**src/rtl/core/cfq_pkg.sv**
```systemverilog
`timescale 1ns / 1ps
// ----------------------------------------------------------------------------
// CAN receive queue package
// Shared frame types, operation codes and length normalization.
// ----------------------------------------------------------------------------
package cfq_pkg;

    localparam int DEFAULT_QUEUE_DEPTH = 16;
    localparam int ID_W                = 11;
    localparam int LEN_W               = 4;
    localparam int DATA_W              = 64;
    localparam int COUNT_W             = 32;
    localparam int MAX_BYTES           = 8;

    // Item operation codes
    localparam logic OP_PUSH = 1'b0;
    localparam logic OP_POP  = 1'b1;

    // One stored frame
    typedef struct packed {
        logic [ID_W-1:0]   id;
        logic [LEN_W-1:0]  len;
        logic [DATA_W-1:0] data;
    } frame_t;

    // Decisions from the ring control for one accepted item
    typedef struct packed {
        logic store;    // push written into the ring
        logic fetch;    // pop returns a frame
        logic drop;     // push lost because the ring is full
    } ring_op_t;

    // Clamp the length code to 8 and clear bytes beyond it
    function automatic frame_t normalize_frame(
        input logic [ID_W-1:0]   id,
        input logic [LEN_W-1:0]  raw_len,
        input logic [DATA_W-1:0] data
    );
        frame_t f;
        logic [LEN_W-1:0] len;
        len = (raw_len > LEN_W'(MAX_BYTES)) ? LEN_W'(MAX_BYTES) : raw_len;
        f.id  = id;
        f.len = len;
        for (int b = 0; b < MAX_BYTES; b++)
        begin
            f.data[b*8 +: 8] = (LEN_W'(b) < len) ? data[b*8 +: 8] : 8'h00;
        end
        return f;
    endfunction

endpackage

```
**src/rtl/core/can_rx_frame_queue.sv**
```systemverilog
`timescale 1ns / 1ps
// ----------------------------------------------------------------------------
// CAN receive frame queue
// Ring of standard CAN frames with drop-newest overflow handling.
// ----------------------------------------------------------------------------
// Usage:
//   Input channel (in_valid/in_ready) carries one item: op selects push of a
//   received frame or pop of the oldest stored frame. Extended frames are
//   ignored on push; standard frames are clamped to 8 bytes and stored.
//   A push into a full ring (QUEUE_DEPTH-1 frames held) is dropped and
//   counted in overflow_count, which wraps at 32 bits.
//   Output channel (out_valid/out_ready) returns exactly one result per item.
//   Pops report no frame while the enabled register is 0 or the ring is empty.
//   The result is registered and presented in the cycle after the item is accepted.
//   Throughput: one item per cycle while out_ready holds high, set by the
//   single result register, which is reloaded in the same cycle its result
//   is taken; each item uses at most one slot write or one slot read.
//   Stall: while out_valid is high and out_ready low, in_ready drops and the
//   result holds. Reset empties the ring, clears the counter and the enabled
//   register; slot contents are not cleared and are never read unwritten.
//   cfg_write_en writes cfg_write_data to the enabled register at once.
// ----------------------------------------------------------------------------
module can_rx_frame_queue #(
    parameter int QUEUE_DEPTH = cfq_pkg::DEFAULT_QUEUE_DEPTH
) (
    input  logic                          clk,
    input  logic                          rst_n,
    input  logic                          cfg_write_en,
    input  logic                          cfg_write_data,
    input  logic                          in_valid,
    output logic                          in_ready,
    input  logic                          op,
    input  logic                          is_extended,
    input  logic [cfq_pkg::ID_W-1:0]      frame_id,
    input  logic [cfq_pkg::LEN_W-1:0]     raw_length,
    input  logic [cfq_pkg::DATA_W-1:0]    payload,
    output logic                          out_valid,
    input  logic                          out_ready,
    output logic                          pop_valid,
    output logic [cfq_pkg::ID_W-1:0]      out_id,
    output logic [cfq_pkg::LEN_W-1:0]     out_length,
    output logic [cfq_pkg::DATA_W-1:0]    out_data,
    output logic                          dropped,
    output logic [cfq_pkg::COUNT_W-1:0]   overflow_count
);
    import cfq_pkg::*;

    localparam int IDX_W = (QUEUE_DEPTH > 1) ? $clog2(QUEUE_DEPTH) : 1;

    logic             enabled_reg, enabled_next;
    logic             out_valid_reg, out_valid_next;
    logic             pop_valid_reg, pop_valid_next;
    logic             dropped_reg, dropped_next;
    logic             accept;
    ring_op_t         ring_op;
    logic [IDX_W-1:0] wr_addr, rd_addr;
    frame_t           rd_frame;

    // Handshake
    assign in_ready = !out_valid_reg || out_ready;
    assign accept   = in_valid && in_ready;

    // Ring indices and drop counter
    cfq_ring_ctrl #(
        .QUEUE_DEPTH (QUEUE_DEPTH)
    ) u_ring_ctrl (
        .clk         (clk),
        .rst_n       (rst_n),
        .accept      (accept),
        .op          (op),
        .is_extended (is_extended),
        .enabled     (enabled_reg),
        .ring_op     (ring_op),
        .wr_addr     (wr_addr),
        .rd_addr     (rd_addr),
        .drop_total  (overflow_count)
    );

    // Slot memory
    cfq_frame_store #(
        .QUEUE_DEPTH (QUEUE_DEPTH)
    ) u_frame_store (
        .clk        (clk),
        .wr_en      (ring_op.store),
        .wr_addr    (wr_addr),
        .frame_id   (frame_id),
        .raw_length (raw_length),
        .payload    (payload),
        .rd_en      (ring_op.fetch),
        .rd_addr    (rd_addr),
        .rd_frame   (rd_frame)
    );

    // Config register and result flags
    always_comb
    begin
        enabled_next   = cfg_write_en ? cfg_write_data : enabled_reg;
        out_valid_next = accept ? 1'b1 : (out_ready ? 1'b0 : out_valid_reg);
        pop_valid_next = accept ? ring_op.fetch : pop_valid_reg;
        dropped_next   = accept ? ring_op.drop : dropped_reg;
    end

    always_ff @(posedge clk or negedge rst_n)
    begin
        if (!rst_n)
        begin
            enabled_reg   <= 1'b0;
            out_valid_reg <= 1'b0;
            pop_valid_reg <= 1'b0;
            dropped_reg   <= 1'b0;
        end
        else
        begin
            enabled_reg   <= enabled_next;
            out_valid_reg <= out_valid_next;
            pop_valid_reg <= pop_valid_next;
            dropped_reg   <= dropped_next;
        end
    end

    // Frame fields read as zero unless a frame was returned
    assign out_valid  = out_valid_reg;
    assign pop_valid  = pop_valid_reg;
    assign dropped    = dropped_reg;
    assign out_id     = pop_valid_reg ? rd_frame.id : '0;
    assign out_length = pop_valid_reg ? rd_frame.len : '0;
    assign out_data   = pop_valid_reg ? rd_frame.data : '0;

endmodule

```
**src/rtl/core/cfq_ring_ctrl.sv**
```systemverilog
`timescale 1ns / 1ps
// ----------------------------------------------------------------------------
// CAN receive queue ring control
// Head and tail indices, full and empty tests, and the drop counter.
// ----------------------------------------------------------------------------
module cfq_ring_ctrl #(
    parameter int QUEUE_DEPTH = cfq_pkg::DEFAULT_QUEUE_DEPTH,
    localparam int IDX_W      = (QUEUE_DEPTH > 1) ? $clog2(QUEUE_DEPTH) : 1
) (
    input  logic                          clk,
    input  logic                          rst_n,
    input  logic                          accept,
    input  logic                          op,
    input  logic                          is_extended,
    input  logic                          enabled,
    output cfq_pkg::ring_op_t             ring_op,
    output logic [IDX_W-1:0]              wr_addr,
    output logic [IDX_W-1:0]              rd_addr,
    output logic [cfq_pkg::COUNT_W-1:0]   drop_total
);
    import cfq_pkg::*;

    logic [IDX_W-1:0]   write_index_reg, write_index_next;
    logic [IDX_W-1:0]   read_index_reg, read_index_next;
    logic [COUNT_W-1:0] drop_total_reg, drop_total_next;
    logic [IDX_W-1:0]   wr_adv, rd_adv;
    logic               full, empty;

    // Advance modulo the ring depth
    assign wr_adv = (write_index_reg == IDX_W'(QUEUE_DEPTH - 1)) ? '0 : write_index_reg + 1'b1;
    assign rd_adv = (read_index_reg == IDX_W'(QUEUE_DEPTH - 1)) ? '0 : read_index_reg + 1'b1;
    assign full   = (wr_adv == read_index_reg);
    assign empty  = (read_index_reg == write_index_reg);

    // Per-item decision
    always_comb
    begin
        ring_op.store = accept && (op == OP_PUSH) && !is_extended && !full;
        ring_op.drop  = accept && (op == OP_PUSH) && !is_extended && full;
        ring_op.fetch = accept && (op == OP_POP) && enabled && !empty;
    end

    always_comb
    begin
        write_index_next = ring_op.store ? wr_adv : write_index_reg;
        read_index_next  = ring_op.fetch ? rd_adv : read_index_reg;
        drop_total_next  = ring_op.drop ? drop_total_reg + 1'b1 : drop_total_reg;
    end

    always_ff @(posedge clk or negedge rst_n)
    begin
        if (!rst_n)
        begin
            write_index_reg <= '0;
            read_index_reg  <= '0;
            drop_total_reg  <= '0;
        end
        else
        begin
            write_index_reg <= write_index_next;
            read_index_reg  <= read_index_next;
            drop_total_reg  <= drop_total_next;
        end
    end

    assign wr_addr    = write_index_reg;
    assign rd_addr    = read_index_reg;
    assign drop_total = drop_total_reg;

endmodule

```
**src/rtl/core/cfq_frame_store.sv**
```systemverilog
`timescale 1ns / 1ps
// ----------------------------------------------------------------------------
// CAN receive queue frame store
// Slot memory with one write port and one registered read port.
// ----------------------------------------------------------------------------
module cfq_frame_store #(
    parameter int QUEUE_DEPTH = cfq_pkg::DEFAULT_QUEUE_DEPTH,
    localparam int IDX_W      = (QUEUE_DEPTH > 1) ? $clog2(QUEUE_DEPTH) : 1
) (
    input  logic                          clk,
    input  logic                          wr_en,
    input  logic [IDX_W-1:0]              wr_addr,
    input  logic [cfq_pkg::ID_W-1:0]      frame_id,
    input  logic [cfq_pkg::LEN_W-1:0]     raw_length,
    input  logic [cfq_pkg::DATA_W-1:0]    payload,
    input  logic                          rd_en,
    input  logic [IDX_W-1:0]              rd_addr,
    output cfq_pkg::frame_t               rd_frame
);
    import cfq_pkg::*;

    frame_t slot_mem [QUEUE_DEPTH];
    frame_t rd_frame_reg;

    // Write the normalized frame
    always_ff @(posedge clk)
    begin
        if (wr_en)
        begin
            slot_mem[wr_addr] <= normalize_frame(frame_id, raw_length, payload);
        end
    end

    // Registered read, held until the next pop
    always_ff @(posedge clk)
    begin
        if (rd_en)
        begin
            rd_frame_reg <= slot_mem[rd_addr];
        end
    end

    assign rd_frame = rd_frame_reg;

endmodule

```
**config.mk**
```make
export PLATFORM = sky130hd
export DESIGN_NAME = can_rx_frame_queue
export DESIGN_NICKNAME = d
export VERILOG_FILES = /design/src/rtl/core/cfq_pkg.sv /design/src/rtl/core/can_rx_frame_queue.sv /design/src/rtl/core/cfq_ring_ctrl.sv /design/src/rtl/core/cfq_frame_store.sv
export SDC_FILE = /design/constraint.sdc
export NUM_CORES = 1
export LEC_CHECK = 0
export BUFFER_PORTS_ARGS = -buffer_cell sky130_fd_sc_hd__buf_2
export CORE_MARGIN = 2
export CORE_UTILIZATION = 35
export CTS_CLUSTER_SIZE = 20
export DETAILED_ROUTE_END_ITERATION = 12
export GPL_TIMING_DRIVEN = 0
export MAX_ROUTING_LAYER = met4
export PLACE_DENSITY = 0.54
export SLEW_MARGIN = 30
export SYNTH_ARGS = -nofsm -noshare
export SYNTH_HDL_FRONTEND = slang
export SYNTH_SLANG_ARGS = --single-unit
```
**constraint.sdc**
```tcl
create_clock -name clk -period 5.52 [get_ports clk]
set_input_delay 1.104 -clock clk [delete_from_list [all_inputs] [get_ports clk]]
set_output_delay 1.104 -clock clk [all_outputs]
set_load 0.01 [all_outputs]
```
Word level (Yosys, flattened, before mapping):

Memories as Yosys holds them, arrays and structs flattened. A register that Yosys moved wholly into a read port is not among the register bits.
Index checks and enable logic that the tools add are counted.

* flip-flop bits (word level): 44
* bits in writable memories: 1264
* bits of input ports: 87
* output and inout port bits: 115
* logic and storage cells: 57
* memories: 1

* add/sub/neg operators: 3
* $lt $le $gt $ge: 9
* eq/ne operators: 4
* multiplexer cells: 18
* bitwise gates (word level): 1
* reductions and logical operators: 14

Memories
* u_frame_store.slot_mem: depth 16, bits a word 79, rd ports 1, clocked after Yosys merged registers in 1, write ports 1, line cfq_frame_store.sv:22 `frame_t slot_mem [QUEUE_DEPTH];`

Operator list (count)
* $mux 64: 1
* $mux 8: 8
* $add 32x1->32 const B: 1
* $lt 3x4->1 const A: 4
* $mux 4: 4
* $mux 11: 1
* $add 4x1->4 const B: 2
* $eq 4x4->1: 2
* $eq 4x4->1 const B: 2
* $logic_and 1x1->1: 8
* $lt 1x4->1 const A: 2
* $lt 2x4->1 const A: 2
* $gt 4x4->1 const B: 1
* $logic_not 1->1: 4
* $mux 1: 4
* $reduce_bool 2->1: 1
* $logic_or 1x1->1: 1
* $not 1->1: 1

Depth between registers and ports, before layout:

Gate-level depths: netlist (run 1).

* depth after elaboration: 8
* gate-level depth with buffers: 8
* gate-level depth less buffers: 7

By module:

Synthesis (run 1) repeated with hierarchy kept, for this count alone.

* cell total of the unflattened synthesis: 2387
* area total of the unflattened synthesis: 52868.2 um^2

By module, submodules not included
* cfq_frame_store: instances 1, cells an instance 2107, area an instance 50151.8 um^2, seq. area each 40328.7 um^2
* cfq_ring_ctrl: instances 1, cells an instance 182, area an instance 2004.4 um^2, seq. area each 1001.0 um^2
* can_rx_frame_queue: instances 1, cells an instance 98, area an instance 711.9 um^2, seq. area each 100.1 um^2

Least setup slack after synthesis (run 1):

No wires, ideal clock.

* kind: input port to flip-flop
* from: input port out_ready
* to: register u_ring_ctrl.read_index_reg[0], in the netlist u_ring_ctrl.rd_addr[0]
* library setup time: 81 ps
* arrival: 5258 ps
* data required time: 5439 ps
* slack: 181 ps
* cell stages on the path: 4
* path buffers: 0
* cells stage by stage: nand2b_1 > nand2_1 > nor3_2 > mux2_2

RTL lines
* start, declared: line can_rx_frame_queue.sv:38 `input logic out_ready,`
* end signal, assigned: line cfq_ring_ctrl.sv:61 `read_index_reg <= read_index_next;`
* end, declared: line cfq_ring_ctrl.sv:24 `logic [IDX_W-1:0] read_index_reg, read_index_next;`

Worst setup path in the final report (run 1):

* from: register u_ring_ctrl.write_index_reg[0], in the netlist u_ring_ctrl.wr_addr[0]
* to: memory u_frame_store.slot_mem[2][16] (netlist name) (enable)

* cells in the longest elaborated chain, start to end: 7
* elaborated cells between the ends (all ways): 8
* classes of those cells: add/sub (1); eq/ne (2); mux (3); reduce/logical (2)

Ends and longest elaborated chain
* start, declared: line cfq_ring_ctrl.sv:23 `logic [IDX_W-1:0] write_index_reg, write_index_next;`
* start signal, assigned: line cfq_ring_ctrl.sv:60 `write_index_reg <= write_index_next;`
* $add 4x1->4 / $eq 4x4->1 (equally long branches): line cfq_ring_ctrl.sv:30 `assign wr_adv = (write_index_reg == IDX_W'(QUEUE_DEPTH - 1)) ? '0 : write_index_reg + 1'b1;`
* $mux 4: line cfq_ring_ctrl.sv:30
* $eq 4x4->1: line cfq_ring_ctrl.sv:32 `assign full = (wr_adv == read_index_reg);`
* $logic_not 1->1: line cfq_ring_ctrl.sv:38 `ring_op.store = accept && (op == OP_PUSH) && !is_extended && !full;`
* $logic_and 1x1->1: line cfq_ring_ctrl.sv:38
* $mux 1: line cfq_frame_store.sv:28 `if (wr_en)`
* $mux 1 (not written as such): line cfq_frame_store.sv:30 `slot_mem[wr_addr] <= normalize_frame(frame_id, raw_length, payload);`
* end, declared: line cfq_frame_store.sv:22

Parallel ways exist; a longest one is shown, timed or not.

==> flow_summary.ini, run 1 <==
[placement]
place_congestion = 0.7396
postPlaceCellArea_mm2 = 0.05882
port_buffers = 199
dp_hpwl_um = 92880

[timing]
rsz0062_at_grt = false
finalSetupViolCount = 0
tightest_slew_ns = 1.128
finalSetupTns_ns = 0
timing.fmax_ghz = 0.2435
fin_crit_ns = 4.106
maxSlewViolCount = 0
min_period_over_period_pct = 74.39
fin_skew_ns = 0.02920
hold_violations = 0
slew_headroom_pct = 24.78

[die]
num_io_pins = 202
die_x_um = 396.9
dieHeight_um = 396.9
start_util_pct = 35.16
fp-row-count = 144
core_area_mm2 = 0.1537
dieArea_mm2 = 0.1575

[synth]
ys_top_cells_by_area = edfxtp_1 75%, mux4_2 6.6%, mux2i_1 4.4%
yosysTopAreaCell = edfxtp_1
synthFlopType = edfxtp_1
synth_async_sr_flop_share_pct = 3.172
synth_area_mm2 = 0.05404
ys_types = 49
seq_area_frac_synth_pct = 76.67
syn_nets = 2911
synth.ff_latch_count = 1387
synth_top_area_share_pct = 74.63
synthCells = 2817
synth_edf_count = 1343
yosys_warnings = 0
syn_area_per_cell_um2 = 19.18

[power_and_ir_drop]
power.switching_uw = 9566
cellLeakagePower_uw = 0.02154
pwr-share-seq_pct = 40.4
p_comb_share_pct = 27.8
pwr-share-clk_pct = 31.8
p_per_area_mw_per_mm2 = 473.7
p_total_uw = 30120
p_int_uw = 20550
swShare_pct = 31.77
irDropWorstVdd_mv = 0.3323

[clocking]
clockRootBuffer = clkbuf_16
clock_path_buffers = 3
cts_setup_buffers = 0
cts_hold_buf = 0
htreeDepth = 4
cts_resized = 0
cts_made_buffers = 148
clock_sinks = 1387
clk_pin_slew_ns = 0.06
clk_latency_ns = 0.79
cts_tree = done

[layout]
nets = 3317
area_growth_pct = 17.65
final_common_cell = edfxtp_1
largest_reg_flops = 1264
layout-drive-gt1-share_pct = 25.18
fillCellCount = 13640
layout_common_cells = 1343 x edfxtp_1, 250 x buf_2, 237 x mux2i_1
final_core_util_pct = 41.37
design_area_mm2 = 0.06357

[worst_hold_path]
hold_class = in2async

[grt]
grt_max_degree = 45
antenna_found_initial = 11
grt_pass1_wl_um = 201600
grtUsageTotal_pct = 18.48
grt_pass1_vias = 27980
overflow = 0

[setup_path]
path_class = reg2reg
worstRegToRegCells = 9
regToRegSetupSlack_ns = 1.41
r2r-end = u_frame_store.slot_mem[2][16]$_DFFE_PP_
startpoint_type = flop
cp.required_ns = 5.96
rr_startpoint = u_ring_ctrl.wr_addr[0]$_DFFE_PN0P_
cp_max_fo = 28
crit_path_end_kind = flop
cp.arrival_ns = 4.55

[routing]
first_pass_iters = 6
antenna_left = 0
drt-total-wl_um = 142300
avgViaCountPerCell = 5.187
drtIter0Drc = 2573
wl_per_cell_um = 26.42
via_count = 27950
drc = 0

[outcome]
outcome = finished, final reports clean

[flow_run]
cap_violations = 0
-- worst max-delay path, stage by stage, from the launching register on --
cell and delay [ns]:
dfrtp_1 0.51, ha_1 0.34, a21oi_1 0.24, a211oi_2 0.13, xnor2_2 0.40, o21a_1 0.42, clkbuf_1 0.39, and3_4 0.70
buf_16 0.31, buf_12 0.26
-- cell usage after synthesis (all sizes together) (44+ instances only) --
cell type	instances
buf	65
nor2b	61
nand2	93
o21ai	158
dfrtp	44
edfxtp	1343
mux2	85
a21oi	81
a22oi	79
mux4	158
clkbuf	90
and2	91
mux2i	237
a221oi	79
-- stage by stage --
step	setup slack, ns	instances	hold slack, ns
2_1_floorplan	0.1810	2817	0.4810
3_3_place_gp	-3.525	5060	0.4514
3_5_place_dp	1.310	5117	0.4617
4_1_cts	1.423	5384	0.3221
5_1_grt	1.204	5385	0.3635
6_report	1.414	5388	0.3562
-- worst max-delay path by stage --
stage	from	endpoint	slack, ns	depth (start not counted)
floorplan	out_ready	u_ring_ctrl.rd_addr[0]$_DFFE_PN0P_	0.18	4
global placement	u_ring_ctrl.rd_addr[3]$_DFFE_PN0P_	u_ring_ctrl.rd_addr[1]$_DFFE_PN0P_	-3.53	5
detailed placement	out_ready	u_frame_store.slot_mem[2][16]$_DFFE_PP_	1.31	9
CTS	u_ring_ctrl.wr_addr[0]$_DFFE_PN0P_	u_frame_store.slot_mem[2][16]$_DFFE_PP_	1.42	9
global route	u_ring_ctrl.wr_addr[0]$_DFFE_PN0P_	u_frame_store.slot_mem[2][16]$_DFFE_PP_	1.20	9
finish	u_ring_ctrl.wr_addr[0]$_DFFE_PN0P_	u_frame_store.slot_mem[2][16]$_DFFE_PP_	1.41	9
-- power groups by stage --
stage / clock [uW] / sequential (uW) / combinational [uW]
2_1_floorplan: 0 / 12400 / 5290
3_3_place_gp: 0 / 12400 / 8320
3_5_place_dp: 0 / 12400 / 8480
4_1_cts: 9770 / 12200 / 8520
5_1_grt: 10200 / 12200 / 9010
6_report: 9580 / 12200 / 8370
-- final cells by class --
type / count / area, um2 / area share (%)
Buffer: 155 / 670.6 / 1.055
Antenna cell: 4 / 10.01 / 0.01574
Sequential cell: 1387 / 41430 / 65.17
Timing Repair Buffer: 256 / 2085 / 3.279
Tap cell: 2044 / 2557 / 4.023
Clock buffer: 184 / 3902 / 6.139
Clock inverter: 83 / 743.2 / 1.169
Multi-Input combinational cell: 1272 / 12160 / 19.13
Inverter: 3 / 11.26 / 0.01771
-- cell families (layout without fill, tap and decap cells) --
family	after synthesis	after routing	synth area share [%]
compound gates	410	410	4.786
buf+inv	158	681	1.236
simple gates	334	334	3.691
other cells	0	4	0
xor+xnor	41	41	0.7062
fa+ha+maj	7	7	0.1621
flops	1387	1387	76.67
mux	480	480	12.75
-- per-layer routing --
layer	routed length (um)	vias to the layer above	part of all wire [%]	GRT usage (%)
met4	3291	0	2.3	5.181
met2	67380	816	47	28.77
li1	-	12250	-	-
met1	64340	14680	45	25.28
met5	0	-	0	-
met3	7327	204	5.1	2.788
(Power assumes the default switching activity.)
==> run 2, diff against run 1 <==
Settings changed: PLACE_DENSITY 0.54 to 0.56.
Clock period 5.52 ns to 3.5 ns, I/O delays scaled along.
==> run 2 against run 1 <==
  * Die area did not move
  * Clock-buffer cell count fell by 12
  * Combinational power rose by 59%
  * Flip-flop and latch count did not move
  * Sequential share of layout area barely moved
  * Non-clock buffer count fell by 5
  * Via count rose by 0.94%
  * Cell count did not move
  * Core utilization barely moved
  * Total power rose by 58%
  * Wire length rose by 2.3%
  * Critical path type unchanged
  * Critical endpoint is now u_frame_store.slot_mem[6][16]$_DFFE_PP_
  * Highest routed layer unchanged
==> flow_summary.ini, run 2 (synthesis gave the netlist of run 1 again) <==
[power_and_ir_drop]
swShare_pct = 31.90
p_int_uw = 32450
pwr-share-clk_pct = 31.7
power.switching_uw = 15200
p_per_area_mw_per_mm2 = 749.1
p_comb_share_pct = 28.0
irDropWorstVdd_mv = 0.5675
pwr-share-seq_pct = 40.3
cellLeakagePower_uw = 0.02159

[setup_path]
cp_slowest_cell = and3_4
slowest_delay_ns = 0.59
crit_buf_inv = 2
cp.required_ns = 3.95
regToRegSetupSlack_ns = 0.08
path_class = reg2reg
crit_family = compound AO/OA/AOI/OAI gates
startpoint_type = flop
cp_max_fo = 32
path_cells = ha_4 > a21oi_1 > a211oi_2 > xnor2_2 > o21a_2 > clkbuf_4 > and3_4 > buf_16
worstRegToRegCells = 8
cp.arrival_ns = 3.87
r2r-end = u_frame_store.slot_mem[6][16]$_DFFE_PP_
crit_path_end_kind = flop
cp.depth = 8
rr_startpoint = u_ring_ctrl.wr_addr[0]$_DFFE_PN0P_

[routing]
via_count = 28210
wl_per_cell_um = 27.03
avgViaCountPerCell = 5.236
first_pass_iters = 5
drtIter0Drc = 3034
drt-total-wl_um = 145700
antenna_left = 0
drc = 0

[worst_hold_path]
hold_class = in2reg
hold_end = enabled_reg$_DFFE_PN0P_
min_from = cfg_write_data
min_path_cells = 2

[timing]
finalSetupViolCount = 0
tightest_slew_ns = 1.044
fin_skew_ns = 0.04312
hold_violations = 0
fin_crit_ns = 3.420
min_period_over_period_pct = 97.71
timing.fmax_ghz = 0.2924
maxSlewViolCount = 0
finalSetupTns_ns = 0
rsz0062_at_grt = false
slew_headroom_pct = 30.42

[die]
start_util_pct = 35.16
fp-row-count = 144
dieHeight_um = 396.9
num_io_pins = 202
core_area_mm2 = 0.1537
dieArea_mm2 = 0.1575
die_x_um = 396.9

[grt]
grt_pass1_wl_um = 207100
grt_max_degree = 45
grtUsageTotal_pct = 19.02
overflow = 0
antenna_found_initial = 10
grt_pass1_vias = 28220

[layout]
final_common_cell = edfxtp_1
layout-drive-gt1-share_pct = 25.67
nets = 3317
final_core_util_pct = 41.39
area_growth_pct = 17.71
largest_reg_flops = 1264
layout_common_cells = 1343 x edfxtp_1, 248 x buf_2, 237 x mux2i_1

[clocking]
cts_made_buffers = 147
clock_sinks = 1387
clk_latency_ns = 0.79
clockRootBuffer = clkbuf_16
clock_path_buffers = 3
cts_tree = done
htreeDepth = 4
clk_pin_slew_ns = 0.06

[placement]
port_buffers = 199
place_congestion = 0.7450
dp_hpwl_um = 90640

[outcome]
outcome = finished, final reports clean

[flow_run]
cap_violations = 0
==> run 2: cell types whose count changed in the layout (fill, tap and decap cells not counted), sizes merged, moves of 2 or more <==
cell      previous run  this run
bufinv               8        10
and3                17        23
clkbuf             274       261
buf                321       316
clkinvlp             4         0
diode                4         6
clkinv              62        74
==> run 2: area by class of cell <==
| class | count | area [um2] |
|---|---|---|
| plain buffers | 154 | 674.4 |
| diodes | 6 | 15.01 |
| well taps | 2044 | 2557 |
| repair buffers | 252 | 2028 |
| multi-input cells | 1278 | 12240 |
| clock inverters | 92 | 834.6 |
| clock buffers | 172 | 3815 |
| inverters | 3 | 11.26 |
| flip-flops and latches | 1387 | 41430 |
| fillers | 13550 | 90080 |
==> run 2: worst max-delay path by stage <==
stage	startpoint	to	slack (ns)
final	u_ring_ctrl.wr_addr[0]$_DFFE_PN0P_	u_frame_store.slot_mem[6][16]$_DFFE_PP_	0.08
after global routing	u_ring_ctrl.wr_addr[0]$_DFFE_PN0P_	u_frame_store.slot_mem[6][72]$_DFFE_PP_	0.008
after CTS	u_ring_ctrl.rd_addr[1]$_DFFE_PN0P_	u_frame_store.rd_frame[68]$_DFFE_PP_	0.02
after detailed placement	u_ring_ctrl.wr_addr[0]$_DFFE_PN0P_	u_frame_store.slot_mem[5][37]$_DFFE_PP_	-0.53
after global placement	u_ring_ctrl.rd_addr[3]$_DFFE_PN0P_	u_ring_ctrl.rd_addr[0]$_DFFE_PN0P_	-2.90
after floorplan	out_ready	u_ring_ctrl.rd_addr[0]$_DFFE_PN0P_	0.03
==> run 2: repair_timing <==
item                                    4_1_cts  5_1_grt
endpoints found under the setup margin      603        9
setup buffers                                 4        0
endpoints found under the hold margin        44        0
hold buffers                                  1        0
resized for setup                             7        1
cloned                                        6        0
pin swaps                                     7        0
==> run 2: worst reg2reg max path: cells and delay by family, from the launching register on <==
family,cells,cell delay (ns)
buf+inv,2,0.72
compound gates,3,0.71
simple gates,1,0.59
flops,1,0.58
fa+ha+maj,1,0.31
xor+xnor,1,0.16
==> run 2: per-layer routing <==
| layer | vias to the layer above | global-route usage, % | share of wire, % |
|---|---|---|---|
| li1 | 12260 | - | - |
| met1 | 14830 | 26.05 | 44 |
| met2 | 908 | 29.61 | 48 |
| met3 | 206 | 3.194 | 5.9 |
| met4 | 0 | 4.739 | 2.1 |
| met5 | - | - | 0 |
==> run 2: stage by stage <==
| step | total power, uW | area, um2 | hold slack, ns | cells | worst slack, ns |
|---|---|---|---|---|---|
| 2_1_floorplan | 27840 | 54070 | 0.4044 | 2817 | 0.02670 |
| 3_3_place_gp | 32750 | 57630 | 0.4675 | 5060 | -2.902 |
| 3_5_place_dp | 32920 | 58720 | 0.4665 | 5108 | -0.5306 |
| 4_1_cts | 48150 | 63480 | 0.1300 | 5382 | 0.01541 |
| 5_1_grt | 49580 | 63590 | 0.1537 | 5382 | 0.008094 |
| 6_report | 47650 | 63600 | 0.1783 | 5388 | 0.08003 |
==> run 2: power groups by stage <==
stage                     Combinational (uW)  Clock (uW)  Sequential, uW
after floorplan                         8340           0           19500
after global placement                 13200           0           19600
after detailed placement               13400           0           19600
after CTS                              13600       15300           19200
after global routing                   14400       16000           19200
final                                  13300       15100           19200
